===== src/sv/sfd_pkg.sv =====
// Shared types, codes and keystream secret function for the file descrambler.
// No dependencies; used by the core and its checker.
package sfd_pkg;

  // Register indexes on the configuration port
  localparam logic [7:0] REG_KEY_MODE = 8'd0;
  localparam logic [7:0] REG_KEY_STEP = 8'd1;

  // Scramble modes
  localparam logic [7:0] MODE_PLAIN  = 8'h00;
  localparam logic [7:0] MODE_FLIP   = 8'h80;
  localparam logic [7:0] MODE_SEC_LO = 8'h40;
  localparam logic [7:0] MODE_SEC_HI = 8'hC0;

  localparam logic [31:0] LO_WORDS [16] = '{
    32'haaaaaaaa, 32'haa955555, 32'ha9554aaa, 32'ha552a955,
    32'hb56ad5aa, 32'h95a95a95, 32'h94a5294a, 32'h9696b4b5,
    32'hd2d25a5a, 32'hd24b6d25, 32'hdb6db6da, 32'hd9249b6d,
    32'hc9b64d92, 32'hcd93264d, 32'hccd99b32, 32'hcccccccd
  };

  localparam logic [31:0] MIX_WORDS [16] = '{
    32'h00000000, 32'h00000b00, 32'h000100b0, 32'h00b0b010,
    32'h010b0b01, 32'h0b10b10b, 32'h01bb101b, 32'h0111bbbb,
    32'h1111bbbb, 32'h1bbb10bb, 32'h1bb0bb0b, 32'hbb0b0bab,
    32'hbab0b0ba, 32'hb0abaaba, 32'hba0aabaa, 32'hbaaaaaaa
  };

  typedef struct packed {
    logic [7:0] cipher_byte;
    logic       restart;
  } in_item_t;

  typedef struct packed {
    logic [7:0] plain_byte;
    logic       bad_mode;
  } out_item_t;

  // Derive the 64-bit mask secret from the step byte
  function automatic logic [63:0] secret_of(input logic [7:0] step);
    logic [6:0]  wrap;
    logic [6:0]  idx;
    logic        low_flag;
    logic [3:0]  sel;
    logic [31:0] lo;
    logic [31:0] mk;
    logic [31:0] rev;
    wrap     = step[6:0];
    idx      = wrap;
    low_flag = 1'b0;
    // mirror the upper half of the index range
    if (wrap[6]) begin
      low_flag = 1'b1;
      idx      = 7'(8'h80 - {1'b0, wrap});
    end
    sel = idx[4:1];
    if (idx[5]) begin
      sel = 4'hF - sel;
    end
    lo = LO_WORDS[sel];
    mk = MIX_WORDS[sel];
    if (idx[5]) begin
      lo = lo ^ 32'haaaaaaab;
      mk = mk ^ 32'h10000000;
    end
    // reverse nibble order of the low word
    for (int k = 0; k < 8; k++) begin
      rev[4*(7-k) +: 4] = lo[4*k +: 4];
    end
    return {rev ^ mk, lo ^ {31'd0, low_flag}};
  endfunction

endpackage


===== src/sv/session_file_descrambler_core.sv =====
// Session file descrambler: position counter, base ramp and keystream XOR.
// Depends on sfd_pkg for payload types, mode codes and the secret function.
//
// Usage:
//   cfg_*  : write key_mode (index 0) and key_step (index 1) while the block
//            is idle; cfg_ready is always high. Other indexes are ignored.
//   in_*   : one scrambled byte per item; restart marks the first byte of a
//            file and resets the position to 0 and the ramp to key_mode.
//   out_*  : one result item per input item, in order: plain byte and a
//            bad_mode flag (plain byte reads 0 when the mode is unknown).
// Latency: an accepted item shows on out_valid in the next cycle.
// Throughput: one item per cycle; the single output register is the only
//   stage, and in_ready stays high while that register is empty or taken.
// Stall: while out_valid is high and out_ready low, the result holds and
//   in_ready drops until it is taken.
// Reset (rst_n low, synchronous): key registers, position and ramp clear to
//   zero and the output register empties.
// The secret mask is rebuilt in a register at each key_step write, so the
//   per-byte path is one ramp add, a bit select and the XOR.
module session_file_descrambler_core (
  input  logic              clk,
  input  logic              rst_n,
  input  logic              cfg_valid,
  output logic              cfg_ready,
  input  logic [7:0]        cfg_index,
  input  logic [7:0]        cfg_wdata,
  input  logic              in_valid,
  output logic              in_ready,
  input  sfd_pkg::in_item_t in_item,
  output logic              out_valid,
  input  logic              out_ready,
  output sfd_pkg::out_item_t out_item
);
  import sfd_pkg::*;

  logic [7:0]  key_mode_r;
  logic [7:0]  key_step_r;
  logic [63:0] secret_r;
  logic [7:0]  pos_r, pos_nxt;
  logic [7:0]  ramp_r, ramp_nxt;
  logic        out_valid_r;
  out_item_t   out_item_r, out_item_nxt;

  logic        in_fire;
  logic [7:0]  pos_cur;
  logic [7:0]  ramp_cur;
  logic [7:0]  ks;
  logic [1:0]  quarter;
  logic        sbit;
  logic        bad;

  assign cfg_ready = 1'b1;
  assign in_ready  = !out_valid_r || out_ready;
  assign in_fire   = in_valid && in_ready;
  assign out_valid = out_valid_r;
  assign out_item  = out_item_r;

  // Apply restart before the byte is processed
  assign pos_cur  = in_item.restart ? 8'd0 : pos_r;
  assign ramp_cur = in_item.restart ? key_mode_r : ramp_r;
  assign quarter  = pos_cur[7:6];
  assign sbit     = secret_r[pos_cur[5:0]];

  // Select keystream by mode and quarter
  always_comb begin
    ks  = ramp_cur;
    bad = 1'b0;
    case (key_mode_r)
      MODE_PLAIN: begin
        ks = ramp_cur;
      end
      MODE_FLIP: begin
        if (quarter == 2'd0 || quarter == 2'd2) begin
          ks = ramp_cur ^ 8'h80;
        end
      end
      MODE_SEC_LO, MODE_SEC_HI: begin
        case (quarter)
          2'd0:    ks = ramp_cur ^ (sbit ? 8'hc0 : 8'h40);
          2'd2:    ks = ramp_cur ^ (sbit ? 8'h40 : 8'hc0);
          2'd3:    ks = ramp_cur ^ 8'h80;
          default: ks = ramp_cur;
        endcase
      end
      default: begin
        bad = 1'b1;
      end
    endcase
  end

  // Form the result and advance position and ramp
  always_comb begin
    out_item_nxt.plain_byte = bad ? 8'd0 : (in_item.cipher_byte ^ ks);
    out_item_nxt.bad_mode   = bad;
    pos_nxt                 = pos_cur + 8'd1;
    if (pos_nxt[5:0] == 6'd0) begin
      ramp_nxt = key_mode_r;
    end else begin
      ramp_nxt = ramp_cur + key_step_r - key_mode_r;
    end
  end

  // Hold key registers and the derived secret
  always_ff @(posedge clk) begin
    if (!rst_n) begin
      key_mode_r <= MODE_PLAIN;
      key_step_r <= 8'd0;
      secret_r   <= secret_of(8'd0);
    end else if (cfg_valid && cfg_ready) begin
      if (cfg_index == REG_KEY_MODE) begin
        key_mode_r <= cfg_wdata;
      end else if (cfg_index == REG_KEY_STEP) begin
        key_step_r <= cfg_wdata;
        secret_r   <= secret_of(cfg_wdata);
      end
    end
  end

  // Advance stream state on each accepted item
  always_ff @(posedge clk) begin
    if (!rst_n) begin
      pos_r  <= 8'd0;
      ramp_r <= 8'd0;
    end else if (in_fire) begin
      pos_r  <= pos_nxt;
      ramp_r <= ramp_nxt;
    end
  end

  // Output register: fill on accept, drop when taken
  always_ff @(posedge clk) begin
    if (!rst_n) begin
      out_valid_r <= 1'b0;
    end else if (in_fire) begin
      out_valid_r <= 1'b1;
    end else if (out_ready) begin
      out_valid_r <= 1'b0;
    end
  end

  always_ff @(posedge clk) begin
    if (in_fire) begin
      out_item_r <= out_item_nxt;
    end
  end

endmodule


===== config.mk =====
export PLATFORM = sky130hd
export DESIGN_NAME = session_file_descrambler_core
export DESIGN_NICKNAME = d
export VERILOG_FILES = /design/src/sv/sfd_pkg.sv /design/src/sv/session_file_descrambler_core.sv
export SDC_FILE = /design/constraint.sdc
export NUM_CORES = 1
export LEC_CHECK = 0
export BUFFER_PORTS_ARGS = -buffer_cell sky130_fd_sc_hd__clkbuf_2
export CAP_MARGIN = 20
export CORE_UTILIZATION = 60
export DETAILED_ROUTE_END_ITERATION = 10
export PLACE_DENSITY = 0.87
export SLEW_MARGIN = 20
export SYNTH_ARGS = -nofsm -noshare
export SYNTH_HDL_FRONTEND = slang
export SYNTH_SLANG_ARGS = --single-unit

===== constraint.sdc =====
create_clock -name clk -period 4.3 [get_ports clk]
set_input_delay 0 -clock clk [delete_from_list [all_inputs] [get_ports clk]]
set_output_delay 0 -clock clk [all_outputs]
set_load 0.05 [all_outputs]

## After elaboration in Yosys (flattened, before gate mapping)

Memory sizes are Yosys's and may differ from the RTL's.
Cells that the tools add are included.

- Register bits: 106
- Bits in latches: 0
- RAM bits: 0
- ROM bits: 1,024
- Output and inout port bits: 12
- Memories: 2

- $add $sub $neg: 5
- Multipliers: 0
- Divide/modulo/power cells: 0
- Magnitude comparators: 2
- Equality and inequality tests: 6
- Shift-type cells: 0
- Muxes and demuxes: 42
- Bitwise logic cells: 10
- Reduce and logical (&&, ||, !) cells: 13

Memories:

| memory | depth | width | read ports | clocked after memory_dff | wr ports | RTL line | source |
|---|---|---|---|---|---|---|---|
| (no name shown) | 16 | 32 | 1 | 0 | 0 | sfd_pkg.sv:61 | `mk = MIX_WORDS[sel];` |
| (no name shown) | 16 | 32 | 1 | 0 | 0 | sfd_pkg.sv:60 | `lo = LO_WORDS[sel];` |

Operator list:

| kind | count |
|---|---|
| 32-bit two-way mux | 13 |
| 8-bit two-way mux | 6 |
| 32-bit by 1-bit bitwise XOR with 32-bit output | 1 |
| 32-bit bitwise XOR | 1 |
| 6-bit two-way mux | 5 |
| 29-bit two-way mux | 1 |
| 8-bit case mux with 3 select lines | 1 |
| 8-bit bitwise XOR | 3 |
| 4-bit two-way mux | 5 |
| 17-bit NOT | 1 |
| 8-bit == test (second input constant) | 2 |
| 8-bit logical NOT | 2 |
| 8-bit case mux with 2 select lines | 1 |
| 1-bit two-way mux | 9 |
| 8-bit by 1-bit adder with 8-bit output (second input constant) | 1 |
| 8-bit adder | 1 |
| 8-bit by 1-bit == test with 1-bit output (second input constant) | 1 |
| 8-bit by 7-bit == test with 1-bit output (second input constant) | 1 |
| 8-bit subtractor | 1 |
| 6-bit by 7-bit < comparator with 1-bit output (second input constant) | 1 |
| 1-bit binary-select mux with 6-bit select | 1 |
| 6-bit logical NOT | 1 |
| 1-bit by 6-bit subtractor with 6-bit output (first input constant) | 1 |
| 5-bit greater-or-equal comparator (second input constant) | 1 |
| other kinds (13) | 17 |

## Depth between registers and ports, before layout

Gate-level depths: netlist (run 1).

- Depth in word-level cells: 23
- Gate-level depth with buffers: 16

## Worst setup path before layout (run 1)

Ideal clock, no wire load.

- Path kind: in2reg
- Start: in in_item[0] (netlist name)
- End: reg ramp_r[7]
- Library setup time: 0.074 ns
- Data arrival time: 3.286 ns
- Setup slack: 0.940 ns
- Stages: 14
- Cell sequence: clkbuf_1 > clkbuf_1 > buf_1 > mux2i_1 > fa_1 > inv_1 > ha_1 > a21o_1 > a21oi_1 > o21ai_0 > a2111oi_0 > o21ai_0 > a21o_1 > a31oi_1

- Cells in the longest elaborated chain, start to end: 4

Ends and longest elaborated chain:

| what | RTL line | source |
|---|---|---|
| start: declaration | session_file_descrambler_core.sv:29 | `input sfd_pkg::in_item_t in_item,` |
| 8-bit two-way mux, on equally long branches | session_file_descrambler_core.sv:60, session_file_descrambler_core.sv:59 |  |
| 8-bit adder or 8-bit by 1-bit adder with 8-bit output (tied branches) | session_file_descrambler_core.sv:99, session_file_descrambler_core.sv:95 |  |
| 8-bit subtractor or 6-bit logical NOT (tied branches) | session_file_descrambler_core.sv:99, session_file_descrambler_core.sv:96 |  |
| 8-bit two-way mux (*) | session_file_descrambler_core.sv:96 | `if (pos_nxt[5:0] == 6'd0) begin` |
| end signal: assignment | session_file_descrambler_core.sv:126 | `ramp_r <= ramp_nxt;` |
| end: declaration | session_file_descrambler_core.sv:40 | `logic [7:0] ramp_r, ramp_nxt;` |

Every way passes the cells marked *; elsewhere a longest branch is shown, timed or not.
A chain may end at the register's enable or synchronous reset.

## Worst setup path after layout (run 1)

- Start: in cfg_wdata[1]
- End: reg secret_r[47]

- Cells in the longest elaborated chain, start to end: 23

Ends and longest elaborated chain:

| what | RTL line | source |
|---|---|---|
| start: declaration | session_file_descrambler_core.sv:26 | `input logic [7:0] cfg_wdata,` |
| 1-bit by 6-bit subtractor with 6-bit output | sfd_pkg.sv:54 | `idx = 7'(8'h80 - {1'b0, wrap});` |
| 6-bit two-way mux (*) | sfd_pkg.sv:52 | `if (wrap[6]) begin` |
| 6-bit two-way mux (*) | session_file_descrambler_core.sv:112 | `end else if (cfg_index == REG_KEY_STEP) begin` |
| 6-bit two-way mux (*) | session_file_descrambler_core.sv:110 | `if (cfg_index == REG_KEY_MODE) begin` |
| 6-bit two-way mux (*) | session_file_descrambler_core.sv:109 | `end else if (cfg_valid && cfg_ready) begin` |
| 6-bit two-way mux (*) | session_file_descrambler_core.sv:105 | `if (!rst_n) begin` |
| 4-bit subtractor | sfd_pkg.sv:58 | `sel = 4'hF - sel;` |
| 4-bit two-way mux | sfd_pkg.sv:57 | `if (idx[5]) begin` |
| [... 6 more ...] | -- |  |
| 32-bit two-way mux (implied by the code) (2 in a row) | sfd_pkg.sv:60 |  |
| 17-bit NOT (no line) | -- |  |
| 32-bit two-way mux | sfd_pkg.sv:62 | `if (idx[5]) begin` |
| 32-bit two-way mux | session_file_descrambler_core.sv:112 |  |
| 32-bit two-way mux | session_file_descrambler_core.sv:110 |  |
| 32-bit two-way mux | session_file_descrambler_core.sv:109 |  |
| 32-bit two-way mux | session_file_descrambler_core.sv:105 |  |
| 32-bit bitwise XOR (*) | sfd_pkg.sv:70 | `return {rev ^ mk, lo ^ {31'd0, low_flag}};` |
| end signal: assignment | session_file_descrambler_core.sv:108 | `secret_r <= secret_of(8'd0);` |
| end signal: assignment | session_file_descrambler_core.sv:114 | `secret_r <= secret_of(cfg_wdata);` |
| end: declaration | session_file_descrambler_core.sv:38 | `logic [63:0] secret_r;` |

Every way passes the cells marked *; elsewhere a longest branch is shown, timed or not. The select of a mux whose other input is x is not followed.

==> qor.csv, run 1 <==
metric,value,unit
vdd_ir_drop_max,253,uV
grt_max_degree,48,
cp_max_fo,14,
syn_nets,925,
max_stage_delay,740,ps
drc_errors,0,
pin_count,42,
antenna_found_initial,0,
htree_levels,3,
holdWs,8.58,ps
fillers,907,
finalCritPeriodShare,0.889,
synth-async-reset-ratio,0,
ys_seq_area_frac,0.286,
setup_viol,0,
synth.cell_area,7110,um2
startpoint_type,primary input,
synth_area_per_cell,8.20,um2
clk_pin_slew_worst_paths,70,ps
overflow,0,
crit_path_end_kind,register,
rows,39,
ant_nets,0,
cts.hold.buffers_added,10,
status,"complete, no violations",
synth_top_area_cell,dfxtp_1,
num_vias,6548,
finalNonFillerCells,1017,
syn_inst,868,
cp_num_buf_inv,4,
critPathTopFamily,buffers and inverters,
clkSinkCount,97,
hp-class,primary input to register,
finalHoldViolCount,0,
relSlewSlack,0.342,
cts_tree,built,
ys_top_cells_by_count,"nand2_1 (115), dfxtp_1 (88), clkbuf_1 (53)",
post_cts_buffers,0,
worst_ep_arrival_time,4010,ps
setup_slack,479,ps
core_area,11500,um2
antennaDiodeCount,0,
worst_pin_slew,986,ps
synth_edf_count,9,
ys_warn_count,0,
fin_tns_setup,0,ps
drtIter0Drc,586,
finalPower,2600,uW
die_w,111,um
via_per_inst,6.44,
critPathKind,primary input to register,
skew,6.46,ps
root_buffer,clkbuf_16,
rsz0062_at_grt,false,
crit_chain,"dlygate4sd3_1, clkbuf_2, inv_1, ha_1, nand2_1, o21a_1, xnor2_1, ha_1, inv_1, nor2_1, or4_1, and3_4, xnor2_1, o211ai_1",
die-area,12300,um2
power.leakage,0.00311,uW
drt-wirelength-per-cell,18.7,um
grt_pass1_vias,5983,
synth.most_common_cell,nand2_1,
drv_cap,0,
hpwl,13400,um
p_per_area,338,nW/um2
cts_resized,0,
dp_worst_setup_slack,777,ps
synthTopCellsByArea,"dfxtp_1 (25%), nand2_1 (6.1%), mux2i_1 (5.1%)",
grt_use_total,0.316,
synth_cell_type_count,82,
grt_pass1_wl,31100,um
fin_nets,926,
slowest_stage,xnor2_1,
finalWirelength,19000,um
drt-pass1-iter-count,6,
cts_buffer_depth,2,
drive_above_1_share,0.118,
post-place-cells,991,
clk_latency,360,ps
io_buffers,40,
place.gp.congestion,1.07,
synth-main-ff-cell,dfxtp_1,
numCtsBuffers,9,
die_y,111,um
area_growth_syn_to_layout,8.16,%
min_period,3820,ps
slew_violations,0,
initial_core_util,0.620,
cp.required,4490,ps
synth-seq-cells,97,
synth_top_area_frac,0.248,
max_freq,0.262,GHz
-- cells in the final DEF (no fill, tap or decap), types with 16 or more instances in the layout --
cell type	instances
clkbuf_2	40
inv_1	43
nand2_1	114
o211ai_1	33
nand3_1	17
xor2_1	17
mux2i_1	36
nor2_1	49
a21oi_1	34
xnor2_1	27
ha_1	20
o21ai_0	42
o211a_1	17
nor2b_1	24
dfxtp_1	88
buf_4	17
nor3_1	16
a21boi_0	20
-- tightest hold or removal path, cell delays in order --
cell,delay [ps]
clkbuf_2,90
xor2_1,70
nor2_1,90
-- power breakdown --
| group | internal [uW] | switching (uW) | leakage (uW) |
|---|---|---|---|
| sequential | 931 | 11.9 | 0.000800 |
| combinational | 321 | 541 | 0.00217 |
| clock | 441 | 353 | 0.000138 |
| total | 1690 | 906 | 0.00311 |
-- final cells by class --
cell class                 instances  area, um2  area share
inverter                          44        165      0.0215
multi-input combinational        650       4600       0.597
timing repair buffer              67        428      0.0556
clock buffer                      13        270      0.0351
sequential                        97       2030       0.264
tap                              143        179      0.0233
clock inverter                     3       23.8     0.00309
-- registers in the layout (all words and copies together) (netlist names) --
| name | count |
|---|---|
| key_step_r | 8 |
| out_valid | 1 |
| out_item | 9 |
| pos_r | 8 |
| ramp_r | 8 |
| key_mode_r | 8 |
| secret_r | 55 |
-- cell families (layout without fill, tap and decap cells) --
group           Yosys count  after routing  share of synthesized area
buf+inv                 121            127                     0.0696
xor+xnor                 47             47                     0.0619
mux                      54             54                     0.0879
flops                    97             97                      0.286
simple gates            270            270                      0.181
fa+ha+maj                29             29                     0.0577
compound gates          249            249                      0.256
other cells               1              1                   0.000527
-- metal layers --
layer | track usage | vias to the layer above | wire, um
met5 | 0 | - | 0
met4 | 0.110 | 0 | 434
met3 | 0.0645 | 35 | 1730
met2 | 0.476 | 327 | 8460
met1 | 0.448 | 3054 | 8380
li1 | - | 3132 | -
-- final timing paths --
path	from	endpoint	depth (start not counted)	slack, ps
min reg2reg	secret_r[29]	secret_r[29]	2	440
min	in_item[5]	out_item[5]	3	9
max reg2reg	key_mode_r[1]	ramp_r[7]	11	860
max	cfg_wdata[1]	secret_r[47]	14	480
-- stage by stage --
step	utilization	cell area, um2
global route	0.671	7690
CTS	0.671	7690
finish	0.671	7690
detailed placement	0.637	7300
global placement	0.637	7300
floorplan	-	7110
No activity file was read; power rests on OpenSTA's default activity.
==> run 2, diff against run 1 <==
- ABC_CLOCK_PERIOD_IN_PS: default -> 4300
- CELL_PAD_IN_SITES_DETAIL_PLACEMENT: default -> 1
- CELL_PAD_IN_SITES_GLOBAL_PLACEMENT: default -> 2
- CORE_UTILIZATION: 60 -> 38
- PLACE_DENSITY: 0.87 -> 0.89
==> run 2 against run 1 <==
  * Design area grew 2.4%
  * Critical endpoint is now secret_r[57]
  * Setup slack better by 47 ps
  * Clock power grew 5.3%
  * Cell count up 9.2%
  * Largest power group unchanged
  * The run now ends with design-rule violations left
  * Fmax is 1.2% higher
  * Flip-flop and latch count unchanged
  * Register-to-register slack gained 280 ps
  * Clock skew up 2.4 ps
  * Via count fell by 0.63%
  * Non-clock buffer count is 8 higher
==> qor.csv, run 2 (synthesis results as in run 1) <==
metric,value,unit
crit_path_end_kind,register,
r2r-end,ramp_r[7],
via_per_inst,5.86,
timing.rr.start,key_mode_r[1],
regArea,2030,um2
cts_resized,0,
antennaDiodeCount,0,
fin_tns_setup,0,ps
clkSinkCount,97,
min_period,3770,ps
slowest_stage,dlygate4sd3_1,
drtIter0Drc,376,
fillers,2207,
die-area,19300,um2
numCtsBuffers,9,
crit_chain,"dlygate4sd3_1, clkbuf_2, or3_4, o311a_4, or2_4, xnor2_1, inv_1, ha_1, clkinv_1, nor2_1, a2111oi_0, a311o_1, xor2_1, o211ai_1",
post-place-cells,1083,
power.switching,929,uW
grt_max_degree,69,
rr_worst_depth,11,
setup_viol,0,
finalHoldViolCount,0,
skew,8.83,ps
drt-pass1-iter-count,8,
root_buffer,clkbuf_16,
core_area,18100,um2
final_common_cell,nand2_1,
pwr-share-seq,0.355,
min-delay-start,cfg_wdata[4],
vdd_ir_drop_max,191,uV
cts_buffer_depth,2,
area_growth_syn_to_layout,10.7,%
finalNonFillerCells,1111,
rows,49,
power.leakage,0.00316,uW
post_cts_buffers,0,
final_cell_mix,"nand2_1 (114), dfxtp_1 (88), nor2_1 (49)",
grt_use_total,0.231,
grt_pass1_vias,6506,
status,"complete, but fails checks",
p_int,1730,uW
cp.required,4500,ps
die_w,139,um
worstHoldEndpoint,key_step_r[4],
worst_ep_arrival_time,3980,ps
grt_pass1_wl,35400,um
num_vias,6507,
initial_core_util,0.392,
rsz0062_at_grt,false,
p_per_area,337,nW/um2
pin_count,42,
largest_reg_flops,55,
p_sw_frac,0.350,
slew_violations,0,
drt-wirelength-per-cell,19.5,um
io_buffers,40,
max_stage_delay,550,ps
die_y,139,um
fin_nets,934,
reg2reg_slack,1140,ps
multi_input_area,4600,um2
clk_pin_slew_worst_paths,70,ps
max_freq,0.265,GHz
startpoint_type,primary input,
combPwrFrac,0.330,
worst_pin_slew,1090,ps
critPathKind,primary input to register,
hp-class,primary input to register,
finalCritPeriodShare,0.878,
finalPower,2650,uW
violations,design-rule violations,
drv_cap,0,
overflow,0,
clk_latency,350,ps
hpwl,15500,um
place.gp.congestion,0.852,
antenna_found_initial,0,
holdPathStages,3,
cts_tree,built,
relSlewSlack,0.271,
drive_above_1_share,0.124,
cp_max_fo,29,
htree_levels,3,
ant_nets,0,
largest-register,secret_r,
finalWirelength,21700,um
drc_errors,8,
p_clk_frac,0.315,
## run 2: per-layer routing
| layer | part of all wire | global-route usage |
|---|---|---|
| met1 | 0.47 | 0.309 |
| met2 | 0.48 | 0.384 |
| met3 | 0.032 | 0.0331 |
| met4 | 0.018 | 0.0678 |
| met5 | 0 | 0 |
## run 2: worst max path at each step
stage / start / to
after floorplan: in_item[0] / ramp_r[7]
after global placement: cfg_wdata[1] / secret_r[57]
after detailed placement: cfg_wdata[0] / secret_r[59]
after CTS: cfg_wdata[0] / secret_r[59]
after global routing: cfg_wdata[0] / secret_r[59]
final: cfg_wdata[0] / secret_r[57]
## run 2: cell type report
| class | count | area share |
|---|---|---|
| Multi-Input combinational cell | 650 | 0.584 |
| Sequential cell | 97 | 0.258 |
| Timing Repair Buffer | 75 | 0.0626 |
| Tap cell | 229 | 0.0364 |
| Clock buffer | 10 | 0.0303 |
| Inverter | 44 | 0.0210 |
| Clock inverter | 6 | 0.00826 |
## run 2: critical path: cells and delay by family
| family | cells | cell delay, ps |
|---|---|---|
| compound gates | 4 | 1080 |
| xor+xnor | 2 | 570 |
| fa+ha+maj | 1 | 340 |
| buf+inv | 4 | 1100 |
| simple gates | 3 | 870 |
## run 2: timing repair
item,in CTS,in global routing
hold endpoints to repair,12,0
hold buffers,12,0
setup endpoints to repair,0,0
## run 2: per-stage QoR
stage / util / setup WS [ps] / hold WS, ps / cell area, um2
after floorplan: - / 940 / 139 / 7110
after global placement: 0.411 / 851 / 242 / 7450
after detailed placement: 0.411 / 771 / 241 / 7450
after CTS: 0.434 / 574 / 28.9 / 7880
after global routing: 0.434 / 266 / 66.2 / 7880
final: 0.434 / 526 / 45.5 / 7880
## run 2: power groups by stage
stage,logic [uW],registers [uW],clock network (uW)
finish,876,942,836
global route,953,945,897
CTS,872,942,857
detailed placement,859,963,0
global placement,850,962,0
floorplan,617,984,0
